## config.mk

```make
export PLATFORM = sky130hd
export DESIGN_NAME = bmp24_stream_to_rgb565_flat
export DESIGN_NICKNAME = d
export VERILOG_FILES = /design/src/hw/rtl/bmp2rgb_pkg.sv /design/src/hw/rtl/bmp2rgb_in_if.sv /design/src/hw/rtl/bmp2rgb_out_if.sv /design/src/hw/rtl/bmp2rgb_parser.sv /design/src/hw/rtl/bmp2rgb_outbuf.sv /design/src/hw/rtl/bmp24_stream_to_rgb565.sv /design/src/flat_wrapper.sv
export SDC_FILE = /design/constraint.sdc
export NUM_CORES = 1
export LEC_CHECK = 0
export BUFFER_PORTS_ARGS = -buffer_cell sky130_fd_sc_hd__buf_2
export CAP_MARGIN = 20
export CORE_MARGIN = 4
export CORE_UTILIZATION = 54
export CTS_BUF_LIST = sky130_fd_sc_hd__clkbuf_4
export DETAILED_ROUTE_END_ITERATION = 16
export PLACE_DENSITY = 0.73
export SLEW_MARGIN = 20
export SYNTH_ARGS = -nofsm -noshare
export SYNTH_HDL_FRONTEND = slang
export SYNTH_SLANG_ARGS = --single-unit
```

## constraint.sdc

```tcl
create_clock -name clk_i -period 17.7 [get_ports clk_i]
set_input_delay 1.77 -clock clk_i [delete_from_list [all_inputs] [get_ports clk_i]]
set_output_delay 1.77 -clock clk_i [all_outputs]
set_load 0.02 [all_outputs]
```

## src/hw/rtl/bmp2rgb_pkg.sv

```systemverilog
package bmp2rgb_pkg;

  typedef enum logic [1:0] {
    PH_HEADER = 2'd0,
    PH_SKIP   = 2'd1,
    PH_PIXELS = 2'd2,
    PH_HALT   = 2'd3
  } phase_e;

  typedef enum logic [1:0] {
    KIND_WINDOW = 2'd0,
    KIND_PIXEL  = 2'd1,
    KIND_ERROR  = 2'd2
  } kind_e;

  typedef enum logic [1:0] {
    ERR_SIGNATURE = 2'd0,
    ERR_FORMAT    = 2'd1,
    ERR_SIZE      = 2'd2
  } err_e;

  typedef enum logic [1:0] {
    REG_ORIGIN_X = 2'd0,
    REG_ORIGIN_Y = 2'd1,
    REG_DISP_W   = 2'd2,
    REG_DISP_H   = 2'd3
  } reg_e;

  localparam logic [15:0] BMP_SIGNATURE      = 16'h4D42;
  localparam logic [15:0] BMP_PLANES         = 16'd1;
  localparam logic [15:0] BMP_BITS_PER_PIXEL = 16'd24;

  localparam logic [15:0] DISP_W_RESET = 16'd240;
  localparam logic [15:0] DISP_H_RESET = 16'd320;

  // header byte positions at which a little-endian field is complete
  localparam logic [31:0] POS_SIGNATURE   = 32'd1;
  localparam logic [31:0] POS_OFFSET      = 32'd13;
  localparam logic [31:0] POS_WIDTH       = 32'd21;
  localparam logic [31:0] POS_HEIGHT      = 32'd25;
  localparam logic [31:0] POS_PLANES      = 32'd27;
  localparam logic [31:0] POS_DEPTH       = 32'd29;
  localparam logic [31:0] POS_COMPRESSION = 32'd33;
  localparam logic [31:0] HEADER_LEN      = 32'd34;

  typedef struct packed {
    logic [15:0] origin_x;
    logic [15:0] origin_y;
    logic [15:0] disp_w;
    logic [15:0] disp_h;
  } cfg_t;

  typedef struct packed {
    kind_e       kind;
    logic [15:0] pixel_word;
    logic [15:0] x0;
    logic [15:0] y0;
    logic [16:0] x1;
    logic [16:0] y1;
    err_e        err;
  } result_t;

  // rgb565 with the two bytes of the word swapped
  function automatic logic [15:0] rgb565_swapped(input logic [7:0] blue,
                                                 input logic [7:0] green,
                                                 input logic [7:0] red);
    logic [15:0] w;
    w = {red[7:3], green[7:2], blue[7:3]};
    return {w[7:0], w[15:8]};
  endfunction

endpackage

```

## src/hw/rtl/bmp2rgb_in_if.sv

```systemverilog
interface bmp2rgb_in_if;
  logic       valid;
  logic       ready;
  logic [7:0] data_byte;
  logic       start_of_image;

  modport source (output valid, output data_byte, output start_of_image, input ready);
  modport sink   (input valid, input data_byte, input start_of_image, output ready);
endinterface

```

## src/hw/rtl/bmp2rgb_out_if.sv

```systemverilog
interface bmp2rgb_out_if;
  logic        valid;
  logic        ready;
  logic [1:0]  result_kind;
  logic [15:0] pixel_word;
  logic [15:0] window_x0;
  logic [15:0] window_y0;
  logic [16:0] window_x1;
  logic [16:0] window_y1;
  logic [1:0]  error_code;

  modport source (
    output valid, output result_kind, output pixel_word, output window_x0,
    output window_y0, output window_x1, output window_y1, output error_code,
    input ready
  );
  modport sink (
    input valid, input result_kind, input pixel_word, input window_x0,
    input window_y0, input window_x1, input window_y1, input error_code,
    output ready
  );
endinterface

```

## src/hw/rtl/bmp2rgb_parser.sv

```systemverilog
module bmp2rgb_parser (
  input  logic                 clk_i,
  input  logic                 rst_ni,
  input  logic                 acc_i,
  input  logic [7:0]           byte_i,
  input  logic                 sof_i,
  input  bmp2rgb_pkg::cfg_t    cfg_i,
  output logic                 res_valid_o,
  output bmp2rgb_pkg::result_t res_o
);
  import bmp2rgb_pkg::*;

  phase_e      phase_q, phase_d, ph_eff;
  logic [31:0] pos_q, pos_d, pos_eff;
  logic [31:0] fa_q, fa_d, field;
  logic [31:0] off_q, off_d;
  logic        wm_q, wm_d, hm_q, hm_d;
  logic        fmt_q, fmt_d, fmt_eff;
  logic [7:0]  blue_q, blue_d, green_q, green_d;
  logic [1:0]  cidx_q, cidx_d, cidx_eff;
  logic        pix_en;
  logic [16:0] win_x1, win_y1;

  assign field  = {byte_i, fa_q[31:8]};
  assign win_x1 = {1'b0, cfg_i.origin_x} + {1'b0, cfg_i.disp_w} - 17'd1;
  assign win_y1 = {1'b0, cfg_i.origin_y} + {1'b0, cfg_i.disp_h} - 17'd1;

  // start of image restarts parsing with this byte as file byte 0
  always_comb begin
    ph_eff   = phase_q;
    pos_eff  = pos_q;
    fmt_eff  = fmt_q;
    cidx_eff = cidx_q;
    if (sof_i) begin
      ph_eff   = PH_HEADER;
      pos_eff  = '0;
      fmt_eff  = 1'b1;
      cidx_eff = 2'd0;
    end
  end

  always_comb begin
    phase_d     = phase_q;
    pos_d       = pos_q;
    fa_d        = fa_q;
    off_d       = off_q;
    wm_d        = wm_q;
    hm_d        = hm_q;
    fmt_d       = fmt_q;
    blue_d      = blue_q;
    green_d     = green_q;
    cidx_d      = cidx_q;
    pix_en      = 1'b0;
    res_valid_o = 1'b0;
    res_o       = '0;
    if (acc_i) begin
      phase_d = ph_eff;
      pos_d   = pos_eff;
      fmt_d   = fmt_eff;
      cidx_d  = cidx_eff;
      case (ph_eff)
        PH_HEADER: begin
          fa_d  = field;
          pos_d = pos_eff + 32'd1;
          case (pos_eff)
            POS_SIGNATURE: begin
              if (field[31:16] != BMP_SIGNATURE) begin
                phase_d     = PH_HALT;
                res_valid_o = 1'b1;
                res_o.kind  = KIND_ERROR;
                res_o.err   = ERR_SIGNATURE;
              end
            end
            POS_OFFSET: off_d = field;
            POS_WIDTH:  wm_d  = (field == {16'd0, cfg_i.disp_w});
            POS_HEIGHT: hm_d  = (field == {16'd0, cfg_i.disp_h});
            POS_PLANES: begin
              if (field[31:16] != BMP_PLANES) fmt_d = 1'b0;
            end
            POS_DEPTH: begin
              if (field[31:16] != BMP_BITS_PER_PIXEL) fmt_d = 1'b0;
            end
            POS_COMPRESSION: begin
              res_valid_o = 1'b1;
              if (!fmt_eff || field != 32'd0) begin
                phase_d    = PH_HALT;
                res_o.kind = KIND_ERROR;
                res_o.err  = ERR_FORMAT;
              end else if (!wm_q || !hm_q) begin
                phase_d    = PH_HALT;
                res_o.kind = KIND_ERROR;
                res_o.err  = ERR_SIZE;
              end else begin
                res_o.kind = KIND_WINDOW;
                res_o.x0   = cfg_i.origin_x;
                res_o.y0   = cfg_i.origin_y;
                res_o.x1   = win_x1;
                res_o.y1   = win_y1;
                phase_d    = (off_q <= HEADER_LEN) ? PH_PIXELS : PH_SKIP;
                cidx_d     = 2'd0;
              end
            end
            default: ;
          endcase
        end
        PH_SKIP: begin
          if (pos_eff == off_q) begin
            phase_d = PH_PIXELS;
            pix_en  = 1'b1;
          end else begin
            pos_d = pos_eff + 32'd1;
          end
        end
        PH_PIXELS: pix_en = 1'b1;
        default: ;
      endcase

      if (pix_en) begin
        case (cidx_eff)
          2'd0: begin
            blue_d = byte_i;
            cidx_d = 2'd1;
          end
          2'd1: begin
            green_d = byte_i;
            cidx_d  = 2'd2;
          end
          default: begin
            cidx_d           = 2'd0;
            res_valid_o      = 1'b1;
            res_o.kind       = KIND_PIXEL;
            res_o.pixel_word = rgb565_swapped(blue_q, green_q, byte_i);
          end
        endcase
      end
    end
  end

  always_ff @(posedge clk_i or negedge rst_ni) begin
    if (!rst_ni) begin
      phase_q <= PH_HEADER;
      pos_q   <= '0;
      fmt_q   <= 1'b1;
      cidx_q  <= 2'd0;
      wm_q    <= 1'b0;
      hm_q    <= 1'b0;
      off_q   <= '0;
    end else begin
      phase_q <= phase_d;
      pos_q   <= pos_d;
      fmt_q   <= fmt_d;
      cidx_q  <= cidx_d;
      wm_q    <= wm_d;
      hm_q    <= hm_d;
      off_q   <= off_d;
    end
  end

  always_ff @(posedge clk_i) begin
    fa_q    <= fa_d;
    blue_q  <= blue_d;
    green_q <= green_d;
  end

  a_window_leaves_header: assert property (@(posedge clk_i) disable iff (!rst_ni)
    res_valid_o && res_o.kind == KIND_WINDOW |=> phase_q == PH_PIXELS || phase_q == PH_SKIP)
    else $error("window result did not move parsing past the header");

  a_error_halts: assert property (@(posedge clk_i) disable iff (!rst_ni)
    res_valid_o && res_o.kind == KIND_ERROR |=> phase_q == PH_HALT)
    else $error("error result did not halt parsing");

  a_halt_is_silent: assert property (@(posedge clk_i) disable iff (!rst_ni)
    acc_i && !sof_i && phase_q == PH_HALT |-> !res_valid_o)
    else $error("result produced while halted");

  a_cidx_range: assert property (@(posedge clk_i) disable iff (!rst_ni)
    cidx_q != 2'd3)
    else $error("color index out of range");

endmodule

```

## src/hw/rtl/bmp2rgb_outbuf.sv

```systemverilog
module bmp2rgb_outbuf (
  input  logic                 clk_i,
  input  logic                 rst_ni,
  input  logic                 push_i,
  input  bmp2rgb_pkg::result_t res_i,
  output logic                 ready_o,
  bmp2rgb_out_if.source        out_o
);
  import bmp2rgb_pkg::*;

  logic    out_v_q, skid_v_q;
  result_t out_q, skid_q;
  logic    pop, load_out;

  assign pop      = out_v_q && out_o.ready;
  assign load_out = !out_v_q || pop;
  assign ready_o  = !skid_v_q;

  always_ff @(posedge clk_i or negedge rst_ni) begin
    if (!rst_ni) begin
      out_v_q  <= 1'b0;
      skid_v_q <= 1'b0;
    end else if (load_out) begin
      out_v_q  <= skid_v_q || push_i;
      skid_v_q <= 1'b0;
    end else if (push_i) begin
      skid_v_q <= 1'b1;
    end
  end

  // a push never coincides with a full skid stage since ready_o is low then
  always_ff @(posedge clk_i) begin
    if (load_out) begin
      out_q <= skid_v_q ? skid_q : res_i;
    end else if (push_i) begin
      skid_q <= res_i;
    end
  end

  assign out_o.valid       = out_v_q;
  assign out_o.result_kind = out_q.kind;
  assign out_o.pixel_word  = out_q.pixel_word;
  assign out_o.window_x0   = out_q.x0;
  assign out_o.window_y0   = out_q.y0;
  assign out_o.window_x1   = out_q.x1;
  assign out_o.window_y1   = out_q.y1;
  assign out_o.error_code  = out_q.err;

  a_skid_behind_out: assert property (@(posedge clk_i) disable iff (!rst_ni)
    skid_v_q |-> out_v_q)
    else $error("skid stage holds a result while output stage is empty");

  a_stall_fills_skid: assert property (@(posedge clk_i) disable iff (!rst_ni)
    out_v_q && !out_o.ready && push_i |=> skid_v_q)
    else $error("result dropped under output stall");

  a_skid_drains: assert property (@(posedge clk_i) disable iff (!rst_ni)
    skid_v_q && out_o.ready |=> out_v_q && !skid_v_q)
    else $error("skid stage did not drain into output stage");

endmodule

```

## src/hw/rtl/bmp24_stream_to_rgb565.sv

```systemverilog
// channel   dir   handshake      payload
// in_i      in    valid/ready    data_byte[7:0], start_of_image
// out_o     out   valid/ready    result_kind, pixel_word, window_x0/y0/x1/y1, error_code
// cfg       in    cfg_we_i       cfg_idx_i[1:0], cfg_wdata_i[15:0]
//
// one byte per cycle while in_i is ready; each result is registered before out_o
// header checks, skip counter and pixel packing are combinational per accepted byte
// a two-entry output stage keeps in_i ready while one result waits on a stall
// reset returns to header parsing and loads the default display size 240 x 320
module bmp24_stream_to_rgb565 (
  input  logic                     clk_i,
  input  logic                     rst_ni,
  bmp2rgb_in_if.sink               in_i,
  bmp2rgb_out_if.source            out_o,
  input  logic                     cfg_we_i,
  input  logic [1:0]               cfg_idx_i,
  input  logic [15:0]              cfg_wdata_i
);
  import bmp2rgb_pkg::*;

  cfg_t    cfg_q;
  logic    acc;
  logic    buf_ready;
  logic    res_valid;
  result_t res;

  assign in_i.ready = buf_ready;
  assign acc        = in_i.valid && buf_ready;

  always_ff @(posedge clk_i or negedge rst_ni) begin
    if (!rst_ni) begin
      cfg_q.origin_x <= '0;
      cfg_q.origin_y <= '0;
      cfg_q.disp_w   <= DISP_W_RESET;
      cfg_q.disp_h   <= DISP_H_RESET;
    end else if (cfg_we_i) begin
      case (reg_e'(cfg_idx_i))
        REG_ORIGIN_X: cfg_q.origin_x <= cfg_wdata_i;
        REG_ORIGIN_Y: cfg_q.origin_y <= cfg_wdata_i;
        REG_DISP_W:   cfg_q.disp_w   <= cfg_wdata_i;
        REG_DISP_H:   cfg_q.disp_h   <= cfg_wdata_i;
        default: ;
      endcase
    end
  end

  bmp2rgb_parser u_parser (
    .clk_i       (clk_i),
    .rst_ni      (rst_ni),
    .acc_i       (acc),
    .byte_i      (in_i.data_byte),
    .sof_i       (in_i.start_of_image),
    .cfg_i       (cfg_q),
    .res_valid_o (res_valid),
    .res_o       (res)
  );

  bmp2rgb_outbuf u_outbuf (
    .clk_i   (clk_i),
    .rst_ni  (rst_ni),
    .push_i  (res_valid),
    .res_i   (res),
    .ready_o (buf_ready),
    .out_o   (out_o)
  );

endmodule
```

## src/flat_wrapper.sv

```systemverilog
// flat-port wrapper written by rule: the top's interface ports become plain ports
module bmp24_stream_to_rgb565_flat import bmp2rgb_pkg::*;
  (clk_i, rst_ni, cfg_we_i, cfg_idx_i, cfg_wdata_i, in_i_valid, in_i_data_byte, in_i_start_of_image, in_i_ready, out_o_valid, out_o_result_kind, out_o_pixel_word, out_o_window_x0, out_o_window_y0, out_o_window_x1, out_o_window_y1, out_o_error_code, out_o_ready);
  bmp2rgb_in_if in_i_i ();
  bmp2rgb_out_if out_o_i ();
  input  logic clk_i;
  input  logic rst_ni;
  input  logic cfg_we_i;
  input  logic [1:0] cfg_idx_i;
  input  logic [15:0] cfg_wdata_i;
  input wire logic [$bits(in_i_i.valid)-1:0] in_i_valid;
  input wire logic [$bits(in_i_i.data_byte)-1:0] in_i_data_byte;
  input wire logic [$bits(in_i_i.start_of_image)-1:0] in_i_start_of_image;
  output wire logic [$bits(in_i_i.ready)-1:0] in_i_ready;
  output wire logic [$bits(out_o_i.valid)-1:0] out_o_valid;
  output wire logic [$bits(out_o_i.result_kind)-1:0] out_o_result_kind;
  output wire logic [$bits(out_o_i.pixel_word)-1:0] out_o_pixel_word;
  output wire logic [$bits(out_o_i.window_x0)-1:0] out_o_window_x0;
  output wire logic [$bits(out_o_i.window_y0)-1:0] out_o_window_y0;
  output wire logic [$bits(out_o_i.window_x1)-1:0] out_o_window_x1;
  output wire logic [$bits(out_o_i.window_y1)-1:0] out_o_window_y1;
  output wire logic [$bits(out_o_i.error_code)-1:0] out_o_error_code;
  input wire logic [$bits(out_o_i.ready)-1:0] out_o_ready;
  assign in_i_i.valid = in_i_valid;
  assign in_i_i.data_byte = in_i_data_byte;
  assign in_i_i.start_of_image = in_i_start_of_image;
  assign in_i_ready = in_i_i.ready;
  assign out_o_valid = out_o_i.valid;
  assign out_o_result_kind = out_o_i.result_kind;
  assign out_o_pixel_word = out_o_i.pixel_word;
  assign out_o_window_x0 = out_o_i.window_x0;
  assign out_o_window_y0 = out_o_i.window_y0;
  assign out_o_window_x1 = out_o_i.window_x1;
  assign out_o_window_y1 = out_o_i.window_y1;
  assign out_o_error_code = out_o_i.error_code;
  assign out_o_i.ready = out_o_ready;
  bmp24_stream_to_rgb565 u_core (.clk_i(clk_i), .rst_ni(rst_ni), .in_i(in_i_i), .out_o(out_o_i), .cfg_we_i(cfg_we_i), .cfg_idx_i(cfg_idx_i), .cfg_wdata_i(cfg_wdata_i));
endmodule
```

==> impl_results.md, run 1 <==
- Reg2reg setup slack: 13.59 ns
- Initial antenna violation count: 1
- GP Congestion: 0.907
- Die area: 34600 um2
- Peak supply drop: 0.0628 mV
- Routed WL: 41200 um
- Overall power: 2.27 mW
- IO Pins: 120
- Crit path capture type: register
- Die Width: 186 um
- Register-to-Register Path Depth: 9
- Global route total overflow: 0
- Post-DP Area: 18000 um2
- Via-to-Cell Ratio: 5.80
- Gr usage total: 23.6%
- Crit path kind: in -> reg
- Placed Cells: 1969
- Critical path cell sequence: buf_2 > buf_4 > inv_1 > nand2_1 > ha_1 > nand2_1 > inv_1 > o21ai_1 > nor2_1 > nand2_2 > buf_4 > nor3b_1 > a21o_1
- Hold_sp: u_core.cfg_q[35]
- Crit path launch type: input port
- Worst-Margin Slew: 0.990 ns
- Async S/R FF share, synth: 39.8%
- CTS buffer count: 88
- Post-route cell area: 19200 um2
- WP buf/inv: 5
- CP Data Required Time: 18.25 ns
- Final setup viols: 0
- Pwr dens: 118 nW/um2
- Max cap viols: 0
- Slew HR: 33.5%
- Non-Filler Instances: 2128
- Number of setup buffers added after CTS: 0
- Starting Density: 55.3%
- Via total after detailed routing: 12.3k
- Initial DRC count: 972
- Setup TNS: 0 ns
- RSZ-0062 raised after global routing: no
- Post-synthesis cell type count: 80
- Worst hold slack: 0.506 ns
- Root Driver: clkbuf_4
- Worst Hold Class: reg -> reg
- Fmax: 179 MHz
- Worst Hold End: u_core.cfg_q[35]
- Dpl hpwl: 28500 um
- Clock buffer depth: 3
- Worst skew pair latency: 0.71 ns
- Global-route wire length before repair: 64400 um
- Clock skew: 0.0655 ns
- Share of cells above drive strength 1: 21.5%
- Pre-Repair DR Iteration Count: 5
- Family with the most delay on the worst path: buffers and inverters
- Fin. max-slew vios: 0
- Avg WL per Cell: 19.4 um
- Final #Nets: 1764
- Post-CTS Hold Buffers: 0
- Synth Area per Inst: 11.4 um2
- Die Span Y: 186 um
- Fin crit share: 31.6%
- Post_cts resized: 0
- Synth Register Bits: 344
- CP Data Arrival Time: 6.15 ns
- Register area share after synthesis: 56.4%
- Synth warnings: 0
- Synth Cell Area: 17100 um2
- Hold Path Depth: 1
- Most used DFF post-synth: edfxtp_1
- CTS Sinks: 344
- Largest net degree at the start of global routing: 88
- # DRC: 0
- FF-to-FF Start: u_core.u_parser.pos_q[6]
- IO buf count: 119
- Leakage Power: 9.11 nW
- Post-synth EDFFs: 207
- Outcome: finished, final reports clean
- CP max-delay cell: inv_1
- Place WS: 11.51 ns
- Core Region: 30900 um2
- CP max FO: 66
- Setup crit start: in_i_start_of_image
- Final critical-path required period: 5.60 ns
- CTS tree: built
- Post-layout util: 62.2%
- Reg clk slew, reported paths: 0.06 ns
- Routed Antenna Nets: 0
- Vias in the first global route: 11.9k
- Area delta synth->final: 12.4%
- Final number of hold-violating endpoints: 0
- Row count: 64
- Post-synthesis net count: 1606
- Crit path setup slack, layout: 12.10 ns
- Crit path largest cell delay: 0.72 ns
- Post-synthesis cell count: 1505
- H-tree Lvls: 3
- R2r endpoint: u_core.u_outbuf.skid_q[22]
[kinds of logic after synthesis]
logic type | share of synthesized area [%]
AO/OA/AOI/OAI | 13.3
AND/OR/NAND/NOR | 12.1
buffers and inverters | 5.00
adder cells (fa/ha/maj) | 5.13
multiplexers | 4.73
flip-flops | 56.4
XOR/XNOR | 3.33
[registers in the layout (all words and copies together) (netlist names), 2 cells and up]
register,count
u_core.u_parser.pos_q,32
u_core.u_parser.cidx_q,2
u_core.u_parser.fa_q,24
u_core.u_parser.blue_q,5
u_core.u_outbuf.out_o.window_y1,17
u_core.cfg_q,64
u_core.u_outbuf.out_o.window_x1,17
u_core.u_outbuf.out_o.window_x0,16
u_core.u_outbuf.out_o.window_y0,16
u_core.u_outbuf.out_o.error_code,2
u_core.u_parser.off_q,32
u_core.u_outbuf.out_o.result_kind,2
u_core.u_parser.phase_q,2
u_core.u_parser.green_q,6
u_core.u_outbuf.skid_q,86
u_core.u_outbuf.out_o.pixel_word,16
[where the power goes]
group / leakage, nW / internal, mW / switching (mW)
Sequential: 4.02 / 0.934 / 0.0534
Clock: 0.707 / 0.389 / 0.312
Combinational: 4.39 / 0.223 / 0.357
Total: 9.11 / 1.55 / 0.723
[cell usage in the layout (no fill, tap or decap), types with 7 or more instances in the layout]
| cell | count |
|---|---|
| a211oi_1 | 8 |
| a21o_1 | 76 |
| a21oi_1 | 46 |
| a22o_1 | 18 |
| a31oi_1 | 18 |
| and2_1 | 21 |
| and3_1 | 14 |
| buf_2 | 118 |
| buf_4 | 12 |
| clkbuf_4 | 141 |
| clkinv_1 | 11 |
| dfrtp_1 | 129 |
| dfstp_2 | 7 |
| edfxtp_1 | 207 |
| ha_1 | 67 |
| inv_1 | 154 |
| mux2_2 | 71 |
| nand2_1 | 91 |
| nand2b_1 | 8 |
| nand3_1 | 17 |
| nand3b_1 | 8 |
| nand4_1 | 17 |
| nor2_1 | 113 |
| nor2b_1 | 23 |
| nor3_1 | 21 |
| nor4_1 | 24 |
| o21a_1 | 11 |
| o21ai_0 | 80 |
| o31ai_1 | 13 |
| or4_1 | 7 |
| xnor2_1 | 24 |
| xor2_1 | 41 |
[synthesized netlist by cell type, types with 4 or more instances]
cell type    n  share of area [%]
o211ai_1     5               0.22
dfstp_2      7                1.1
clkbuf_1    50                1.1
o21ai_0     80                2.3
nand2_1     92                2.0
buf_6        4               0.26
a211oi_1     8               0.35
ha_1        67                4.9
nand2b_1     9               0.33
buf_1        4              0.088
nand4_1     17               0.62
a2111oi_0    4               0.20
o41ai_1      5               0.26
a21oi_1     47                1.4
or4_1        7               0.31
nand3_1     17               0.50
nor2_1     113                2.5
o21a_1      11               0.48
a31oi_1     18               0.66
o21bai_1     4               0.18
nor4_1      24               0.88
o22ai_1      5               0.18
and3_1      14               0.51
xnor2_1     24                1.2
nor2b_1     23               0.84
nand3b_1     8               0.35
xor2_1      41                2.1
o22a_1       5               0.26
edfxtp_1   207                 36
mux2_2      71                4.7
inv_1      154                3.4
a22o_1      18               0.92
buf_2        5               0.15
dfrtp_1    130                 19
a21o_1      76                3.3
o31ai_1     13               0.57
or2_2        4               0.15
nor3_1      21               0.61
and2_1      21               0.77
nor4bb_1     6               0.35
a32oi_1      5               0.26
[metal layers]
layer	vias to the layer above	global-route usage [%]	wire, um
met4	0	8.19	1100
li1	5809	-	-
met5	-	0	0
met3	94	4.20	2480
met1	5998	33.2	18300
met2	439	37.4	19300
[worst register-to-register path, delay by kind of cell (launching register included)]
kind,cells,cell delay (ns)
and+or+nand+nor,4,1.41
DFF,1,0.50
buffers and inverters,1,0.55
AOI/OAI and AO/OA,4,1.27
[layout make-up]
type / instances / area (um2)
fill: 2488 / 11700
sequential: 344 / 9650
multi-input combinational: 943 / 6620
clock buffer: 141 / 1060
timing repair buffer: 131 / 692
inverter: 155 / 583
tap: 396 / 495
clock inverter: 17 / 126
antenna: 1 / 2.50
[worst max path at each step]
stage / to / slack (ns) / cells past startpoint
floorplan: u_core.u_outbuf.skid_q[0] / 8.90 / 2
global placement: u_core.u_outbuf.out_o.window_x1[5] / 11.76 / 13
detailed placement: u_core.u_outbuf.out_o.window_x1[5] / 11.51 / 13
CTS: u_core.u_outbuf.out_o.window_x1[5] / 12.26 / 13
global route: u_core.u_outbuf.out_o.window_x1[5] / 11.80 / 13
finish: u_core.u_outbuf.out_o.window_x1[5] / 12.10 / 13
(Power assumes the default switching activity.)
==> run 2, diff against run 1 <==
clock period = 5.45 ns   (was 17.7 ns; I/O delays follow)
==> impl_results.md, run 2 (synthesis gave the netlist of run 1 again) <==
- Outcome: finished, final reports clean
- Max cap viols: 0 (unchanged)
- Largest register FFs: 86 (unchanged)
- Reg clk slew, reported paths: 0.07 ns (about the same)
- CP Data Arrival Time: 4.26 ns (-1.89 ns)
- Worst Hold Class: in -> reg
- Total internal power: 5.08 mW (+230%)
- Area delta synth->final: 13.0%
- Final number of hold-violating endpoints: 0 (unchanged)
- CTS buffer count: 89 (+1.1%)
- CP Data Required Time: 5.77 ns (-12.48 ns)
- Metal3 WL: 2660 um (+7.6%)
- Routed Antenna Nets: 0 (unchanged)
- Share of cells above drive strength 1: 21.4% (-0.16 points)
- CTS tree: built
- Final setup viols: 0 (unchanged)
- Crit path kind: reg -> reg
- Via-to-Cell Ratio: 5.77 (-0.44%)
- Fin crit share: 72.2%
- CP max FO: 32 (-52%)
- Switching power: 2.38 mW (+230%)
- Post-DP Area: 18100 um2 (+0.24%)
- Vias in the first global route: 11.9k (-0.29%)
- Routed length on met2: 19200 um (-0.95%)
- Leakage Power: 9.14 nW (+0.30%)
- Root Driver: clkbuf_4
- Fmax: 254 MHz
- Core Region: 30900 um2 (unchanged)
- Biggest registers after layout: u_core.u_outbuf.skid_q: 86 flops, u_core.cfg_q: 64 flops
- Gr usage total: 23.6% (-0.039 points)
- Pwr dens: 386 nW/um2 (+230%)
- Worst-Margin Slew: 0.909 ns (-0.0806 ns)
- Max layer used: met4
- Peak supply drop: 0.265 mV (+320%)
- Sw frac: 31.9% (+0.089 points)
- # fillers: 2534 (+1.8%)
- Crit path launch type: register
- Final #Nets: 1770 (+0.34%)
- Seq pwr share: 42.9% (-0.6 points)
- Starting Density: 55.3% (unchanged)
- Post-route cell area: 19300 um2 (+0.49%)
- Die area: 34600 um2 (unchanged)
- Die Span Y: 186 um (unchanged)
- Routed WL: 40800 um (-0.94%)
- Post-CTS Hold Buffers: 2 (+2)
- Global route total overflow: 0 (unchanged)
- H-tree Lvls: 3 (unchanged)
- Via total after detailed routing: 12.3k (-0.25%)
- Place WS: 1.07 ns (-10.44 ns)
- Critical path cell sequence: nand4bb_1 > o22a_1 > a222oi_1 > nand4_1 > or4_4 > a21boi_4 > nand3_4 > a21oi_4 > buf_4
- IO buf count: 119 (unchanged)
- Slew HR: 38.9% (+5.4 points)
- CP max-delay cell: or4_4
- Most common cell after layout, fill and taps aside: edfxtp_1
- Placed Cells: 1972 (+0.15%)
- Worst skew pair latency: 0.75 ns (+0.04 ns)
- Die Width: 186 um (unchanged)
- Clock buffer depth: 3 (unchanged)
- Pre-Repair DR Iteration Count: 5 (unchanged)
- Worst hold slack: 0.0549 ns (-0.451 ns)
- # DRC: 0 (unchanged)
- Wl on met1: 17700 um (-3.1%)
- Initial DRC count: 934 (-3.9%)
- Non-Filler Instances: 2132 (+0.19%)
- Row count: 64 (unchanged)
- Clock Power Share: 31.8% (+0.9 points)
- Post_cts resized: 0 (unchanged)
- RSZ-0062 raised after global routing: no
- Overall power: 7.46 mW (+230%)
- Crit path setup slack, layout: 1.51 ns (-10.59 ns)
- Initial antenna violation count: 1 (unchanged)
- Crit path capture type: register
- Fin. max-slew vios: 0 (unchanged)
- Logic pwr share: 25.3% (-0.3 points)
- GP Congestion: 0.918 (+1.2%)
- IO Pins: 120 (unchanged)
- Number of setup buffers added after CTS: 0 (unchanged)
- Crit path largest cell delay: 0.75 ns (+0.03 ns)
- Global-route wire length before repair: 64500 um (+0.18%)
- Most frequent cells in the layout: edfxtp_1 (207), inv_1 (153), dfrtp_1 (129)
- Avg WL per Cell: 19.1 um (-1.1%)
- Final critical-path required period: 3.94 ns
- CTS Sinks: 344 (unchanged)
- Reg with most FFs: u_core.u_outbuf.skid_q
- Dpl hpwl: 28300 um (-0.73%)
- Clock skew: 0.0793 ns (+0.0138 ns)
- Largest net degree at the start of global routing: 89 (+1.1%)
run 2: cell types whose count changed in the layout (fill, tap and decap cells not counted), moves of 2 or more:
cell,previous run,this run
buf_4,12,14
clkinv_1,11,17
bufinv_16,2,5
clkbuf_4,141,127
clkinv_2,2,6
dlygate4sd3_1,0,2
run 2: stage by stage:
step / setup TNS (ns) / util, %
6_report: 0 / 62.5
5_1_grt: 0 / 62.5
2_1_floorplan: -152.02 / -
3_3_place_gp: 0 / 58.5
4_1_cts: 0 / 62.5
3_5_place_dp: 0 / 58.5
run 2: final timing paths:
path / start / slack, ns / to / cells past startpoint
worst max-delay path: u_core.u_parser.pos_q[18] / 1.51 / u_core.u_outbuf.skid_q[0] / 9
max in group asynchronous: rst_ni / 3.76 / u_core.u_parser.pos_q[6] / 3
worst min-delay path: in_i_data_byte[0] / 0.05 / u_core.u_parser.fa_q[24] / 1
min in group asynchronous: rst_ni / 0.44 / u_core.u_parser.pos_q[15] / 2
worst max register to register: u_core.u_parser.pos_q[18] / 1.51 / u_core.u_outbuf.skid_q[0] / 9
worst min register to register: u_core.u_outbuf.skid_q[0] / 0.50 / u_core.u_outbuf.out_o.error_code[0] / 1
run 2: cell type report:
| class | count | area (um2) | share of cell area (%) |
|---|---|---|---|
| antenna | 1 | 2.50 | 0.0129 |
| clock buffer | 127 | 953 | 4.93 |
| clock inverter | 30 | 263 | 1.36 |
| inverter | 155 | 583 | 3.02 |
| multi-input combinational | 943 | 6630 | 34.3 |
| sequential | 344 | 9650 | 49.9 |
| tap | 396 | 495 | 2.56 |
| timing repair buffer | 136 | 747 | 3.86 |
run 2: critical path: cells and delay by family (launching register included):
family	cells	cell delay (ns)
buffers and inverters	1	0.43
AND/OR/NAND/NOR	4	1.38
flip-flops	1	0.51
AO/OA/AOI/OAI	4	1.19
run 2: layer usage:
| metal | vias to the layer above | GRT usage, % |
|---|---|---|
| met5 | - | 0 |
| met4 | 0 | 8.77 |
| met3 | 94 | 4.55 |
| met2 | 465 | 37.0 |
| met1 | 5945 | 33.0 |
| li1 | 5805 | - |
run 2: power groups by stage:
stage	Sequential (mW)	Combinational, mW	Clock (mW)
finish	3.20	1.89	2.37
floorplan	3.34	1.25	0
global route	3.23	2.11	2.59
CTS	3.20	1.89	2.44
detailed placement	3.25	1.87	0
global placement	3.25	1.83	0
==> run 3, diff against run 2 <==
PLACE_DENSITY = 0.75   (was 0.73)
clock period = 3.2 ns   (was 5.45 ns; I/O delays follow)
==> impl_results.md, run 3 (synthesis gave the netlist of run 1 again) <==
- Failing checks: setup timing
- Row count: 64 (unchanged)
- Outcome: finished with violations
- Die Span Y: 186 um (unchanged)
- Placed Cells: 2035 (+3.2%)
- Most frequent cells in the layout: edfxtp_1 (207), inv_1 (151), dfrtp_1 (129)
- H-tree Lvls: 3 (unchanged)
- CTS buffer count: 88 (-1.1%)
- Crit path setup slack, layout: -0.0264 ns (-1.54 ns)
- Fmax: 310 MHz (+22%)
- Routed WL: 43800 um (+7.3%)
- Crit path kind: reg -> reg
- Register-to-Register Path Depth: 10 (+1)
- CTS tree: built
- Largest register FFs: 86 (unchanged)
- Worst-Margin Slew: 0.871 ns (-0.0378 ns)
- Reg2reg setup slack: -0.03 ns (-1.54 ns)
- Area taken by multi-input logic gates: 6670 um2 (+0.60%)
- Total internal power: 8.56 mW (+68%)
- Non-Filler Instances: 2239 (+5.0%)
- Core Region: 30900 um2 (unchanged)
- Gr usage total: 24.8% (+1.2 points)
- Via-to-Cell Ratio: 5.76 (-0.16%)
- CTS Sinks: 344 (unchanged)
- Dpl hpwl: 30000 um (+6.2%)
- Area delta synth->final: 19.2%
- Clock buffer depth: 3 (unchanged)
- Setup TNS: -0.471 ns (-0.471 ns)
- Crit path capture: u_core.u_outbuf.skid_q[40]
- Routed Antenna Nets: 0 (unchanged)
- Global-route wire length before repair: 67500 um (+4.6%)
- Global route total overflow: 0 (unchanged)
- RSZ-0062 raised after global routing: yes
- Clock skew: 0.0559 ns (-0.0234 ns)
- Fin crit share: 101% (+29 points)
- Via total after detailed routing: 12.9k (+4.9%)
- Largest net degree at the start of global routing: 84 (-5.6%)
- Final #Nets: 1873 (+5.8%)
- Seq pwr share: 42.8% (about the same)
- Clock Power Share: 29.7% (-2.1 points)
- Starting Density: 55.3% (unchanged)
- Reg clk slew, reported paths: 0.07 ns (about the same)
- Biggest registers after layout: u_core.u_outbuf.skid_q: 86 flops, u_core.cfg_q: 64 flops
- Sw frac: 32.7% (+0.76 points)
- # fillers: 2406 (-5.1%)
- Peak supply drop: 0.296 mV (+12%)
- Logic pwr share: 27.5% (+2.2 points)
- Root Driver: clkbuf_4
- Initial DRC count: 1240 (+33%)
- Share of cells above drive strength 1: 24.9% (+3.5 points)
- Worst skew pair latency: 0.74 ns (about the same)
- Worst hold slack: 0.0638 ns (+0.00883 ns)
- FF-to-FF Start: u_core.u_parser.pos_q[6]
- Die area: 34600 um2 (unchanged)
- Post-layout util: 65.9% (+3.4 points)
- Critical path cell sequence: or2_1 > o32a_1 > a222oi_1 > nand4_1 > or4_4 > a21boi_4 > nand3_4 > a21oi_4 > buf_6 > buf_12
- Crit path capture type: register
- Final critical-path required period: 3.23 ns (-0.709 ns)
- IO Pins: 120 (unchanged)
- GP Congestion: 0.923 (+0.50%)
- Avg WL per Cell: 19.5 um (+2.1%)
- CP Data Arrival Time: 3.63 ns (-0.63 ns)
- Slew HR: 41.9% (+3.0 points)
- Fin. max-slew vios: 0 (unchanged)
- Initial antenna violation count: 1 (unchanged)
- CP max-delay cell: or4_4
- Hold_sp: cfg_idx_i[1]
- Setup crit start: u_core.u_parser.pos_q[6]
- Die Width: 186 um (unchanged)
- Pwr dens: 624 nW/um2 (+62%)
- Crit path launch type: register
- Most common cell after layout, fill and taps aside: edfxtp_1
- Pre-Repair DR Iteration Count: 6 (+1)
- Final setup viols: 32 (+32)
- CP Data Required Time: 3.60 ns (-2.17 ns)
- Overall power: 12.7 mW (+70%)
- Worst Hold Class: in -> reg
- Reg with most FFs: u_core.u_outbuf.skid_q
- Register area: 9650 um2 (unchanged)
- Crit path largest cell delay: 0.59 ns (-0.16 ns)
- R2r endpoint: u_core.u_outbuf.skid_q[40]
- Final number of hold-violating endpoints: 0 (unchanged)
- Max cap viols: 0 (unchanged)
- Leakage Power: 9.69 nW (+6.0%)
- IO buf count: 119 (unchanged)
- Vias in the first global route: 12.7k (+6.9%)
- # DRC: 0 (unchanged)
- CP max FO: 18 (-44%)
- Switching power: 4.16 mW (+74%)
run 3: changes by cell type in the layout (fill, tap and decap cells not counted), moves of 4 or more:
| cell | previous run | this run |
|---|---|---|
| buf_4 | 14 | 70 |
| clkbuf_16 | 0 | 4 |
| clkinv_1 | 17 | 21 |
| dlygate4sd3_1 | 2 | 29 |
| buf_12 | 1 | 10 |
| buf_6 | 1 | 7 |
run 3: timing repair:
action | CTS | global route
hold buffers | 29 | 0
cloned | 1 | 7
endpoints found under the hold margin | 155 | 0
gates resized for setup | 1 | 18
setup endpoints to repair | 51 | 100
pin swaps | 0 | 9
setup buffers | 3 | 3
run 3: worst min path at each step:
stage	slack, ns	to	cells after the start
finish	0.06	u_core.cfg_q[63]	3
global route	0.03	u_core.cfg_q[63]	4
CTS	0.002	u_core.cfg_q[63]	4
detailed placement	0.35	u_core.u_parser.pos_q[21]	1
global placement	0.35	u_core.u_parser.pos_q[20]	1
floorplan	0.02	u_core.cfg_q[0]	0
run 3: power groups by stage:
| stage | sequential, mW | clock (mW) | combinational [mW] |
|---|---|---|---|
| 3_3_place_gp | 5.52 | 0 | 3.25 |
| 6_report | 5.45 | 3.78 | 3.49 |
| 4_1_cts | 5.44 | 3.86 | 3.37 |
| 2_1_floorplan | 5.68 | 0 | 2.13 |
| 3_5_place_dp | 5.53 | 0 | 3.32 |
| 5_1_grt | 5.48 | 4.11 | 3.87 |
run 3: worst max-delay path, delay by kind of cell, from the launching register on:
| kind | cells | cell delay, ns |
|---|---|---|
| AND/OR/NAND/NOR | 4 | 1.09 |
| AO/OA/AOI/OAI | 4 | 1.08 |
| flip-flops | 1 | 0.37 |
| buffers and inverters | 2 | 0.35 |
run 3: layer usage:
| layer | vias to the layer above | global-route usage, % | part of all wire [%] |
|---|---|---|---|
| li1 | 6020 | - | - |
| met1 | 6202 | 33.0 | 42 |
| met2 | 542 | 40.2 | 47 |
| met3 | 142 | 4.67 | 6.5 |
| met4 | 0 | 10.6 | 4.0 |
| met5 | - | 0 | 0 |
run 3: layout make-up:
class	instances	area share [%]
antenna	1	0.0123
clock buffer	124	4.57
clock inverter	36	1.04
inverter	155	2.88
multi-input combinational	943	32.7
sequential	344	47.4
tap	396	2.43
timing repair buffer	240	8.97
run 3: through the flow:
step | area (um2) | setup slack, ns
final | 20400 | -0.0264
after global routing | 20400 | -0.129
after CTS | 20200 | -0.0213
after detailed placement | 18700 | -0.152
after global placement | 18700 | -0.128
after floorplan | 17100 | -3.85
